--- config.mk ---
export PLATFORM = sky130hd
export DESIGN_NAME = lsa_ram
export DESIGN_NICKNAME = d
export VERILOG_FILES = /design/src/design/lsa_ram.sv
export SDC_FILE = /design/constraint.sdc
export NUM_CORES = 2
export LEC_CHECK = 0
export BUFFER_PORTS_ARGS = -buffer_cell sky130_fd_sc_hd__buf_2
export CAP_MARGIN = 20
export CORE_MARGIN = 3
export CORE_UTILIZATION = 50
export DETAILED_ROUTE_END_ITERATION = 10
export GPL_ROUTABILITY_DRIVEN = 0
export PLACE_DENSITY = 0.67
export SLEW_MARGIN = 40
export SYNTH_ARGS = -nofsm -noshare
export SYNTH_HDL_FRONTEND = slang
export SYNTH_SLANG_ARGS = --single-unit
--- constraint.sdc ---
create_clock -name clk -period 2.45 [get_ports clk]
set_input_delay 0.3675 -clock clk [delete_from_list [all_inputs] [get_ports clk]]
set_output_delay 0.3675 -clock clk [all_outputs]
set_load 0.03 [all_outputs]
--- src/design/lsa_ram.sv ---
// ----------------------------------------------------------------------------
// lsa_ram: generic single write port RAM
// One write port and one read port with registered read data.
// ----------------------------------------------------------------------------
module lsa_ram #(
	parameter int WIDTH = 8,
	parameter int DEPTH = 256,
	localparam int AW = $clog2(DEPTH)
) (
	input  logic             clk,
	input  logic             we,
	input  logic [AW-1:0]    waddr,
	input  logic [WIDTH-1:0] wdata,
	input  logic [AW-1:0]    raddr,
	output logic [WIDTH-1:0] rdata
);
	logic [WIDTH-1:0] mem_q [DEPTH];

	always_ff @(posedge clk) begin
		if (we) begin
			mem_q[waddr] <= wdata;
		end
		rdata <= mem_q[raddr];
	end
endmodule

==> results by group <==
Clock network
  – Htree depth: 4
  – Worst-path clk slew: 60 ps
  – CTS max path bufs: 3
  – Setup Buffers After CTS: 0
  – Worst-Skew Late Latency: roughly 830 ps
  – CTS Root Cell: clkbuf_16
  – Total clock buffers created by CTS: 200
  – CTS Sinks: 2,056
  – CTS tree: yes

Critical path
  – Reg2Reg Capture Point: rdata[1]
  – Critical path depth: 12
  – Delay-heaviest family, CP: buffers and inverters
  – Cell chain of the critical path: buf_8 -> buf_12 -> buf_12 -> buf_12 -> buf_4 -> mux2i_1 -> o22ai_1 -> o21ai_0 -> nand3_1 -> nor4_1 -> buf_4 -> nor4_2
  – Crit path launch type: input pin
  – CP max FO: 26
  – Worst EP required: 3150 ps
  – Critical path type: input pin to flop
  – WP buf/inv: 6
  – Critical Path AT: 3150 ps
  – CP max-delay cell: nor4_1
  – Worst-case reg-to-reg path depth: 6
  – Slowest Stage Delay on Critical Path: 660 ps
  – Most frequent CP cell: buf_12
  – R2R Path Start: mem_q[81][1]
  – Worst setup EP type: flop
  – Reg2Reg Setup Slack: 60 ps

Synth
  – Post-synth EDFFs: 2,048
  – Adder-cell share of the synthesized area: 0
  – Ys async rst share: 0
  – Post-Syn Nets: roughly 3,800
  – Xor and xnor area share after synthesis: 0
  – Synth Area in Simple Gates: 0.0263
  – Most common cell in the synthesized netlist: edfxtp_1
  – Top post-synthesis cells by area: edfxtp_1 (77%), mux4_2 (13%), mux2i_1 (1.7%)
  – Yosys warnings: 0
  – Primary FF master, synth: edfxtp_1
  – Mapped cell area: 79,600 sq um
  – Mux share of post-synthesis cell area: 0.146
  – Top-area cell type share of the netlist area: 0.773
  – Commonest cells post-synth: edfxtp_1 (2,048), mux4_2 (454), nor2_1 (282)
  – Post-Syn Area per Cell: about 21 sq um
  – Gate Count Post-Synth: 3,733
  – Post-synthesis compound-gate area fraction: 0.0342
  – Distinct cells, synth: 55
  – Seq/Total Area, Yosys: 0.775
  – Cell taking the most area after synthesis: edfxtp_1
  – Flops & latches, synth: a little over 2,000
  – Largest family of logic cells by synthesized area: multiplexers

Worst hold path
  – Worst hold stages: 1
  – Hold path start: wdata[2]
  – Class of the worst hold path: input pin to flop
  – Hold endpoint: mem_q[221][2]

Layout
  – Area Growth Syn to Fin: 18.2%
  – Fin nets: 4,481
  – Layout cell share with drive strength beyond 1: 0.326
  – Fillers: 10,967

Power and ir drop
  – Worst VDD drop: 0.741 mV
  – Pwr Density: 775 nW/um^2
  – LEAKAGE: 0.0306 uW

Die
  – Standard-cell rows: 145
  – Die Y-Extent: 405 um
  – Core footprint: approximately 160,000 sq um
  – Die X: between 400 and 500 um
  – # IOs: 34
  – Full die area: 164,000 sq um
  – Starting Density: 0.506

Timing
  – Fin. max-slew vios: 0
  – Clock Skew: 37.5 ps
  – RSZ-0062 raised after global routing: no
  – Min Clock Period, post-route: 2440 ps
  – Peak Freq: 409 MHz
  – Final setup TNS: 0 ps
  – Tcrit/Tclk final: 0.998
  – Final number of setup-violating endpoints: 0
  – Final hold violations: 0
  – Worst slew pin tran: 832 ps
  – Slack of the critical path: roughly 5.7 ps
  – Relative slew slack: 0.445

Detailed routing
  – Drt initial violations: 4,986
  – DR vias/cell: 6.18
  – Pre-Repair DR Iteration Count: 6
  – Total number of vias: 41,297
  – Antenna Nets Post-Route: 0
  – Drt wl/cell: 29.8 um
  – DRC: 0
  – Total routed wirelength: 199,000 um

Global route
  – Wire length of the first global-routing pass: 291,000 um
  – Grt ovf: 0
  – Vias in the first global route: 41,494
  – Total GRT Usage: 0.246
  – Initial antenna violation count: 9
  – Maximum number of pins on one net before global-route repair: 100

Placed design
  – Post-DP HPWL: 131,000 um
  – Port bufs: 33
  – Placement Setup Slack: -1130 ps

Run status
  – Outcome: finished clean

Run
  – Max cap viols: 0
[layout by cell type, fill, tap and decap left out, types with 34 or more instances in the layout]
cell type / n
clkinv_2: 38
a22oi_1: 133
mux4_2: 454
buf_12: 91
clkbuf_16: 201
buf_4: 627
o221ai_1: 46
nor2_1: 279
clkbuf_1: 49
clkinv_1: 46
a21oi_1: 95
edfxtp_1: 2048
nand3_1: 34
mux2i_1: 134
[layout make-up]
| class | instances | area (sq um) | area share |
|---|---|---|---|
| clock buffer | 251 | 5230 | 0.0556 |
| clock inverter | 118 | 1150 | 0.0122 |
| multi-input combinational | 1442 | 16500 | 0.176 |
| inverter | 2 | 7.51 | 0.0000799 |
| tap | 2058 | 2570 | 0.0274 |
| antenna | 4 | 10.0 | 0.000106 |
| sequential | 2056 | 61700 | 0.656 |
| timing repair buffer | 753 | 6820 | 0.0726 |
[cell families (layout without fill, tap and decap cells)]
family,count (synthesis),count (layout)
DFF,2056,2056
muxes,591,591
and+or+nand+nor,466,466
AOI/OAI and AO/OA,385,385
buffers and inverters,235,1124
other,0,4
[power by group]
part / switching, uW / leakage (uW) / internal [uW]
clock: 13000 / 0.00311 / 16800
sequential: 78.2 / 0.0185 / 38800
combinational: 2460 / 0.00901 / 1710
[worst register-to-register path: cells and delay by family, from the launching register on]
family	cells	cell delay (ps)
and+or+nand+nor	3	730
muxes	2	1000
buffers and inverters	1	180
DFF	1	370
[flip-flops by register name (all words and copies together) (netlist names)]
register	count
rdata	8
mem_q	2048
[through the flow]
step | power, uW | utilization | instances | cell area [sq um] | hold WS, ps
6_report | 72800 | 0.598 | 6684 | 94000 | 52.4
5_1_grt | 74900 | 0.598 | 6681 | 94000 | 6.93
4_1_cts | 73300 | 0.598 | 6680 | 94000 | 4.72
3_5_place_dp | 43700 | 0.557 | 6307 | 87500 | 806
3_3_place_gp | 43700 | 0.557 | 6307 | 87500 | 798
2_1_floorplan | 41500 | - | 3733 | 79600 | 466
[timing repair]
action | in CTS | in global routing
hold buffers | 4 | 0
endpoints found under the hold margin | 143 | 0
setup endpoints to repair | 5 | 2
cloned | 0 | 0
resized for setup | 8 | 2
[per-layer routing]
layer  global-route usage  share of wire  up-vias
met3               0.0535           0.10      334
met4               0.0795          0.032        6
met1                0.351           0.39    21673
li1                     -              -    17168
met2                0.384           0.47     2116
met5                    0        0.00021        -
[worst max path at each step]
stage / start / to / slack [ps]
after floorplan: raddr[0] / rdata[2] / 140
after global placement: raddr[0] / rdata[1] / -1050
after detailed placement: raddr[0] / rdata[1] / -1130
after CTS: mem_q[83][3] / rdata[3] / 10
after global routing: raddr[0] / rdata[0] / 3
final: raddr[0] / rdata[0] / 6
Note: power is estimated with default switching activity, not from simulation.
