===== config.mk =====
export PLATFORM = sky130hd
export DESIGN_NAME = lsa_cell
export DESIGN_NICKNAME = d
export VERILOG_FILES = /design/src/design/lsa_pkg.sv /design/src/design/lsa_ram.sv /design/src/design/lsa_cell.sv
export SDC_FILE = /design/constraint.sdc
export NUM_CORES = 1
export LEC_CHECK = 0
export BUFFER_PORTS_ARGS = -buffer_cell sky130_fd_sc_hd__buf_2
export CAP_MARGIN = 20
export CORE_MARGIN = 2
export CORE_UTILIZATION = 55
export DETAILED_ROUTE_END_ITERATION = 12
export PLACE_DENSITY = 0.7
export SYNTH_ARGS = -nofsm -noshare
export SYNTH_HDL_FRONTEND = slang
export SYNTH_HIERARCHICAL = 1
export SYNTH_SLANG_ARGS = --single-unit
export TNS_END_PERCENT = 100

===== constraint.sdc =====
create_clock -name clk -period 42.5 [get_ports clk]
set_clock_uncertainty 0.1 [all_clocks]
set_input_delay 0 -clock clk [delete_from_list [all_inputs] [get_ports clk]]
set_output_delay 0 -clock clk [all_outputs]
set_load 0.02 [all_outputs]

===== src/design/lsa_pkg.sv =====
// ----------------------------------------------------------------------------
// lsa_pkg: shared types and constants of the local sequence alignment core
// Score widths, action and direction codes, cell link and score settings.
// ----------------------------------------------------------------------------
package lsa_pkg;

	localparam int SCORE_W = 12;
	localparam int SUM_W = 14;
	localparam logic [SCORE_W-1:0] SCORE_CAP = 12'd4095;

	typedef enum logic [2:0] {
		ACT_CLEAR    = 3'd0,
		ACT_APPEND_A = 3'd1,
		ACT_APPEND_B = 3'd2,
		ACT_ALIGN    = 3'd3,
		ACT_READ     = 3'd4
	} action_t;

	typedef enum logic [1:0] {
		CFG_MATCH    = 2'd0,
		CFG_MISMATCH = 2'd1,
		CFG_GAP      = 2'd2
	} cfg_index_t;

	// traceback move out of a cell, stop marks a zero cell
	typedef enum logic [1:0] {
		DIR_STOP = 2'd0,
		DIR_DIAG = 2'd1,
		DIR_UP   = 2'd2,
		DIR_LEFT = 2'd3
	} dir_t;

	typedef struct packed {
		logic [3:0]        match;
		logic signed [4:0] mismatch;
		logic signed [4:0] gap;
	} score_cfg_t;

	// what one cell hands to the next each cycle
	typedef struct packed {
		logic               vld;
		logic [7:0]         b;
		logic [SCORE_W-1:0] h;
	} link_t;

	function automatic logic [SCORE_W-1:0] clamp_score(input logic signed [SUM_W-1:0] v);
		logic [SCORE_W-1:0] r;
		if (v < 0) begin
			r = '0;
		end else if (v > $signed({2'b00, SCORE_CAP})) begin
			r = SCORE_CAP;
		end else begin
			r = v[SCORE_W-1:0];
		end
		return r;
	endfunction

endpackage


===== src/design/lsa_ram.sv =====
// ----------------------------------------------------------------------------
// lsa_ram: generic single write port RAM
// One write port and one read port with registered read data.
// ----------------------------------------------------------------------------
module lsa_ram #(
	parameter int WIDTH = 8,
	parameter int DEPTH = 256,
	localparam int AW = $clog2(DEPTH)
) (
	input  logic             clk,
	input  logic             we,
	input  logic [AW-1:0]    waddr,
	input  logic [WIDTH-1:0] wdata,
	input  logic [AW-1:0]    raddr,
	output logic [WIDTH-1:0] rdata
);
	logic [WIDTH-1:0] mem_q [DEPTH];

	always_ff @(posedge clk) begin
		if (we) begin
			mem_q[waddr] <= wdata;
		end
		rdata <= mem_q[raddr];
	end
endmodule


===== src/design/lsa_cell.sv =====
// ----------------------------------------------------------------------------
// lsa_cell: one row of the score matrix
// Holds one base of A, scores one column per cycle as B passes through,
// keeps its row best and stores the traceback move of every cell of its row.
// ----------------------------------------------------------------------------
module lsa_cell #(
	parameter int MAX_LEN = 256,
	parameter int ROW = 0,
	localparam int LW = $clog2(MAX_LEN + 1),
	localparam int AW = $clog2(MAX_LEN)
) (
	input  logic                       clk,
	input  logic                       arst_n,
	input  logic                       clr,
	input  logic                       ld,
	input  logic [7:0]                 a_in,
	output logic [7:0]                 a_out,
	input  lsa_pkg::link_t             link_in,
	output lsa_pkg::link_t             link_out,
	input  lsa_pkg::score_cfg_t        cfg,
	input  logic [LW-1:0]              la,
	input  logic [lsa_pkg::SCORE_W-1:0] run_score_in,
	input  logic [LW-1:0]              run_row_in,
	input  logic [LW-1:0]              run_col_in,
	output logic [lsa_pkg::SCORE_W-1:0] run_score_out,
	output logic [LW-1:0]              run_row_out,
	output logic [LW-1:0]              run_col_out,
	input  logic [AW-1:0]              rd_addr,
	output lsa_pkg::dir_t              dir_rd
);
	import lsa_pkg::*;

	logic [7:0]              a_q;
	logic [SCORE_W-1:0]      h_left_q, h_diag_q, best_q;
	logic [LW-1:0]           col_q, bcol_q;
	link_t                   link_q;
	logic [SCORE_W-1:0]      run_score_q;
	logic [LW-1:0]           run_row_q, run_col_q;
	logic                    active;
	logic signed [SUM_W-1:0] s, g, d, u, l, m;
	logic [SCORE_W-1:0]      h;
	dir_t                    dir;
	logic [1:0]              dir_raw;

	always_comb begin
		active = LW'(ROW) < la;
		s = (a_q == link_in.b) ? $signed({{(SUM_W-4){1'b0}}, cfg.match})
			: $signed({{(SUM_W-5){cfg.mismatch[4]}}, cfg.mismatch});
		g = $signed({{(SUM_W-5){cfg.gap[4]}}, cfg.gap});
		d = $signed({2'b00, h_diag_q}) + s;
		u = $signed({2'b00, link_in.h}) + g;
		l = $signed({2'b00, h_left_q}) + g;
		m = (d > u) ? d : u;
		m = (m > l) ? m : l;
		h = clamp_score(m);
		// traceback preference: diagonal, then up, then left
		if (h == '0) begin
			dir = DIR_STOP;
		end else if (h == clamp_score(d)) begin
			dir = DIR_DIAG;
		end else if (h == clamp_score(u)) begin
			dir = DIR_UP;
		end else begin
			dir = DIR_LEFT;
		end
	end

	always_ff @(posedge clk) begin
		if (ld) begin
			a_q <= a_in;
		end
	end

	always_ff @(posedge clk or negedge arst_n) begin
		if (!arst_n) begin
			h_left_q    <= '0;
			h_diag_q    <= '0;
			best_q      <= '0;
			col_q       <= '0;
			bcol_q      <= '0;
			link_q      <= '0;
			run_score_q <= '0;
			run_row_q   <= '0;
			run_col_q   <= '0;
		end else if (clr) begin
			h_left_q    <= '0;
			h_diag_q    <= '0;
			best_q      <= '0;
			col_q       <= '0;
			bcol_q      <= '0;
			link_q      <= '0;
			run_score_q <= '0;
			run_row_q   <= '0;
			run_col_q   <= '0;
		end else begin
			link_q.vld <= link_in.vld;
			link_q.b   <= link_in.b;
			link_q.h   <= h;
			if (link_in.vld) begin
				h_left_q <= h;
				h_diag_q <= link_in.h;
				col_q    <= col_q + LW'(1);
				if (active && (h > best_q)) begin
					best_q <= h;
					bcol_q <= col_q + LW'(1);
				end
			end
			// earlier rows win ties
			if (best_q > run_score_in) begin
				run_score_q <= best_q;
				run_row_q   <= LW'(ROW + 1);
				run_col_q   <= bcol_q;
			end else begin
				run_score_q <= run_score_in;
				run_row_q   <= run_row_in;
				run_col_q   <= run_col_in;
			end
		end
	end

	lsa_ram #(.WIDTH(2), .DEPTH(MAX_LEN)) u_dir_ram (
		.clk  (clk),
		.we   (link_in.vld && active && !clr),
		.waddr(col_q[AW-1:0]),
		.wdata(dir),
		.raddr(rd_addr),
		.rdata(dir_raw)
	);

	assign dir_rd        = dir_t'(dir_raw);
	assign a_out         = a_q;
	assign link_out      = link_q;
	assign run_score_out = run_score_q;
	assign run_row_out   = run_row_q;
	assign run_col_out   = run_col_q;
endmodule

==> key figures <==
Outcome
  – Status: finished with violations
  – Failing checks: max-slew violations

Yosys
  – Sequential area share after synthesis: 0.598
  – Post-synth ARST share: 0.167
  – Cells after Synth: around 2.3k
  – Synth Register Bits: about 630
  – Number of distinct library cells after synthesis: between 100 and 150
  – Ys flop type: edfxtp_1
  – Post-Syn Nets: 2458
  – Syn. warnings: 6
  – Syn_area_per_cell: roughly 13 µm²
  – Cell area after synthesis: 30600 µm²
  – Post-synth EDFFs: 520

Floorplanning
  – DIE HEIGHT: between 200 and 250 µm
  – Starting density of the core: 0.556
  – Core area: between 50000 and 60000 µm²
  – I/O Pins: roughly 160
  – FP Rows: 86
  – Die footprint: roughly 57000 µm²
  – Die X-Extent: between 200 and 250 µm

Hold path
  – Hold Startpoint: run_row_in[4]
  – Hold Crit Class: in2reg

Drt
  – DR vias: 20.9k
  – Wire length per cell: 25.1 µm
  – Via density per instance: ~6.3
  – Pre-antenna DRT Iters: 6
  – Final wirelength: slightly above 80000 µm
  – Antenna-violating nets left: 0
  – Drt drc: 0
  – Drt first-iter violations: between 2k and 2.5k

Clocking
  – Clock Latency Late Sink: 0.64 ns
  – Worst-path clk slew: 0.06 ns
  – Clock Tree Root: clkbuf_16
  – Clock Tree Buf Depth: 3
  – CTS tree: done
  – CTS Buf Count: 60
  – Post-CTS setup buffer count: 0
  – Num Clock Sinks: 627
  – H-tree depth: 2

Timing
  – Least-Margin Pin Slew: 1.54 ns
  – Number of failing hold endpoints at the final stage: 0
  – Setup TNS: 0 ns
  – Min Tclk post-route: 11.30 ns
  – Setup ws final: 31.20 ns
  – Hold Slack: roughly 0.025 ns
  – Fmax: 88.5 MHz
  – Max-slew violation count: 50
  – RSZ-0062 raised after global routing: false
  – Slew Limit Headroom: -0.0296
  – # setup viols final: 0
  – Crit share post-route: 0.266

Setup path
  – Crit end category: register
  – Worst path slowest cell: buf_4
  – Crit. Startpoint: a_out[0]
  – Setup CP Type: reg2reg
  – Critical Path Start Type: register
  – Worst r2r src: a_out[0]
  – Crit-path max cell delay: ~0.77 ns
  – Worst path bufs/invs: 4
  – Top delay family on crit path: simple AND/OR/NAND/NOR gates
  – Arrival @ worst endpoint: roughly 12 ns
  – Crit-path max FO: slightly above 80
  – Cell repeated most along the worst path: nand4_1
  – Worst EP required: approximately 43 ns

Placed design
  – Final GP Congestion: roughly 0.96
  – # port buffers: approximately 150
  – Hpwl dp: about 54000 µm
  – Placed Area: approximately 32000 µm²
  – Dpl ws: 31.29 ns

Layout
  – Fillcell total: about 4.1k
  – Fin nets: 2685
  – Final core utilization: 0.635
  – Area Growth Syn to Fin: 14.2%
  – Cell area after layout: approximately 35000 µm²
  – Share of layout cells above drive strength 1: 0.170

Power
  – VDD IR max: 41.0 µV
  – Pwr dens: between 50 and 60 nW/µm²
  – Pleak: approximately 14 nW

Global routing
  – Vias in the first global route: about 21k
  – Grt ovf: 0
  – First-pass GRT wire length: 126000 µm
  – Largest net degree at the start of global routing: 257
  – Tot GR Track Use: 0.293
  – Initial antenna violation count: 2

Flow run
  – # Max-Cap Violations: 0
## path summary, 6_finish.rpt
check                                               to  slack [ns]  cells after the start
worst max-delay path            u_dir_ram/mem_q[99][1]       31.20                     35
worst min-delay path                    run_row_out[4]        0.03                      3
worst max register to register  u_dir_ram/mem_q[99][1]       31.20                     35
worst min register to register               bcol_q[4]        0.43                      2
max in group asynchronous               run_col_out[2]       41.07                      4
min in group asynchronous                  link_out[4]        0.35                      4
## routing by layer
layer / global-route usage / vias to the layer above / wire (µm)
li1: - / 9136 / -
met1: 0.429 / 10600 / 35100
met2: 0.453 / 1056 / 38200
met3: 0.0581 / 141 / 7760
met4: 0.0752 / 2 / 1800
met5: 0 / - / 13
## final cells by class
type,instances,area [µm²],area share
clock inverters,32,347,0.00993
flip-flops and latches,627,18300,0.524
repair buffers,300,2230,0.0640
diodes,1,2.50,0.0000717
well taps,748,936,0.0268
multi-input cells,1444,11200,0.322
clock buffers,80,1600,0.0457
inverters,73,274,0.00785
## worst register-to-register path: cells and delay by family, from the launching register on
family,cells,cell delay (ns)
xor gates and xnor gates,1,0.25
and+or+nand+nor,14,3.81
DFF,1,0.41
muxes,1,0.29
AOI/OAI and AO/OA,11,2.88
adders and majority gates,4,1.60
buffers and inverters,4,1.57
## cell usage in the layout (no fill, tap or decap), types with 17 or more instances in the layout
master,n
nor2_1,410
a21oi_1,72
nor3_1,20
a211oi_1,27
buf_2,151
edfxtp_1,520
dlygate4sd3_1,107
nor4_1,17
nand3_1,53
mux4_2,82
o21ai_0,42
nand4_1,32
a21o_1,19
inv_1,67
xor2_1,20
xnor2_1,29
nand2_1,77
buf_4,36
nor2b_1,32
ha_1,82
mux4_1,20
o221ai_1,19
clkbuf_1,18
mux2i_1,118
dfrtp_1,105
clkbuf_16,60
## stage by stage
stage	power, W	cells
detailed placement	0.00126	3083
global placement	0.00125	3081
finish	0.00180	3305
floorplan	0.00111	2279
CTS	0.00179	3303
global route	0.00188	3304
## cells in the mapped netlist, drive strengths merged (4+ instances only)
master,instances,area share
a2111oi,11,0.0040
a211oi,32,0.0089
a21o,20,0.0050
a21oi,77,0.014
a221oi,10,0.0031
a22o,8,0.0023
a22oi,6,0.0015
a31oi,10,0.0020
a32oi,4,0.0011
and2,17,0.0035
and2b,4,0.00098
and3,6,0.0014
and4,8,0.0023
buf,45,0.015
clkbuf,89,0.011
dfrtp,105,0.086
edfxtp,520,0.51
ha,82,0.034
inv,72,0.0088
mux2,20,0.0076
mux2i,118,0.039
mux4,102,0.078
nand2,77,0.0095
nand2b,8,0.0016
nand3,53,0.0087
nand3b,4,0.00098
nand4,33,0.0070
nor2,411,0.051
nor2b,33,0.0068
nor3,22,0.0041
nor4,19,0.0043
o211ai,12,0.0033
o21a,10,0.0025
o21ai,57,0.0095
o21bai,10,0.0025
o221ai,19,0.0054
o22ai,12,0.0027
o31ai,12,0.0034
or2,6,0.0012
or3,8,0.0016
xnor2,30,0.0088
xor2,20,0.0057
## sequential cells by signal (all words and copies together) (netlist names)
name             flops
best_q              12
link_out            21
u_dir_ram/rdata      2
col_q                9
u_dir_ram/mem_q    512
bcol_q               9
run_row_out          9
h_left_q            12
run_score_out       12
h_diag_q            12
a_out                8
run_col_out          9
## power by group
part | total (W) | switching, W | internal, W
clock | 0.000532 | 0.000231 | 0.000301
combinational | 0.000560 | 0.000357 | 0.000203
sequential | 0.000709 | 0.0000183 | 0.000691
total | 0.00180 | 0.000606 | 0.00119
## timing repair
action,CTS,global route
gates resized for setup,0,0
hold buffers,108,0
hold endpoints to repair,186,0
## logic make-up after synthesis
group / Yosys count / share of synthesized area
AOI/OAI and AO/OA: 350 / 0.0850
xor gates and xnor gates: 50 / 0.0146
adders and majority gates: 85 / 0.0355
buffers and inverters: 208 / 0.0353
DFF: 627 / 0.598
muxes: 240 / 0.124
and+or+nand+nor: 719 / 0.108
(Power assumes the default switching activity.)
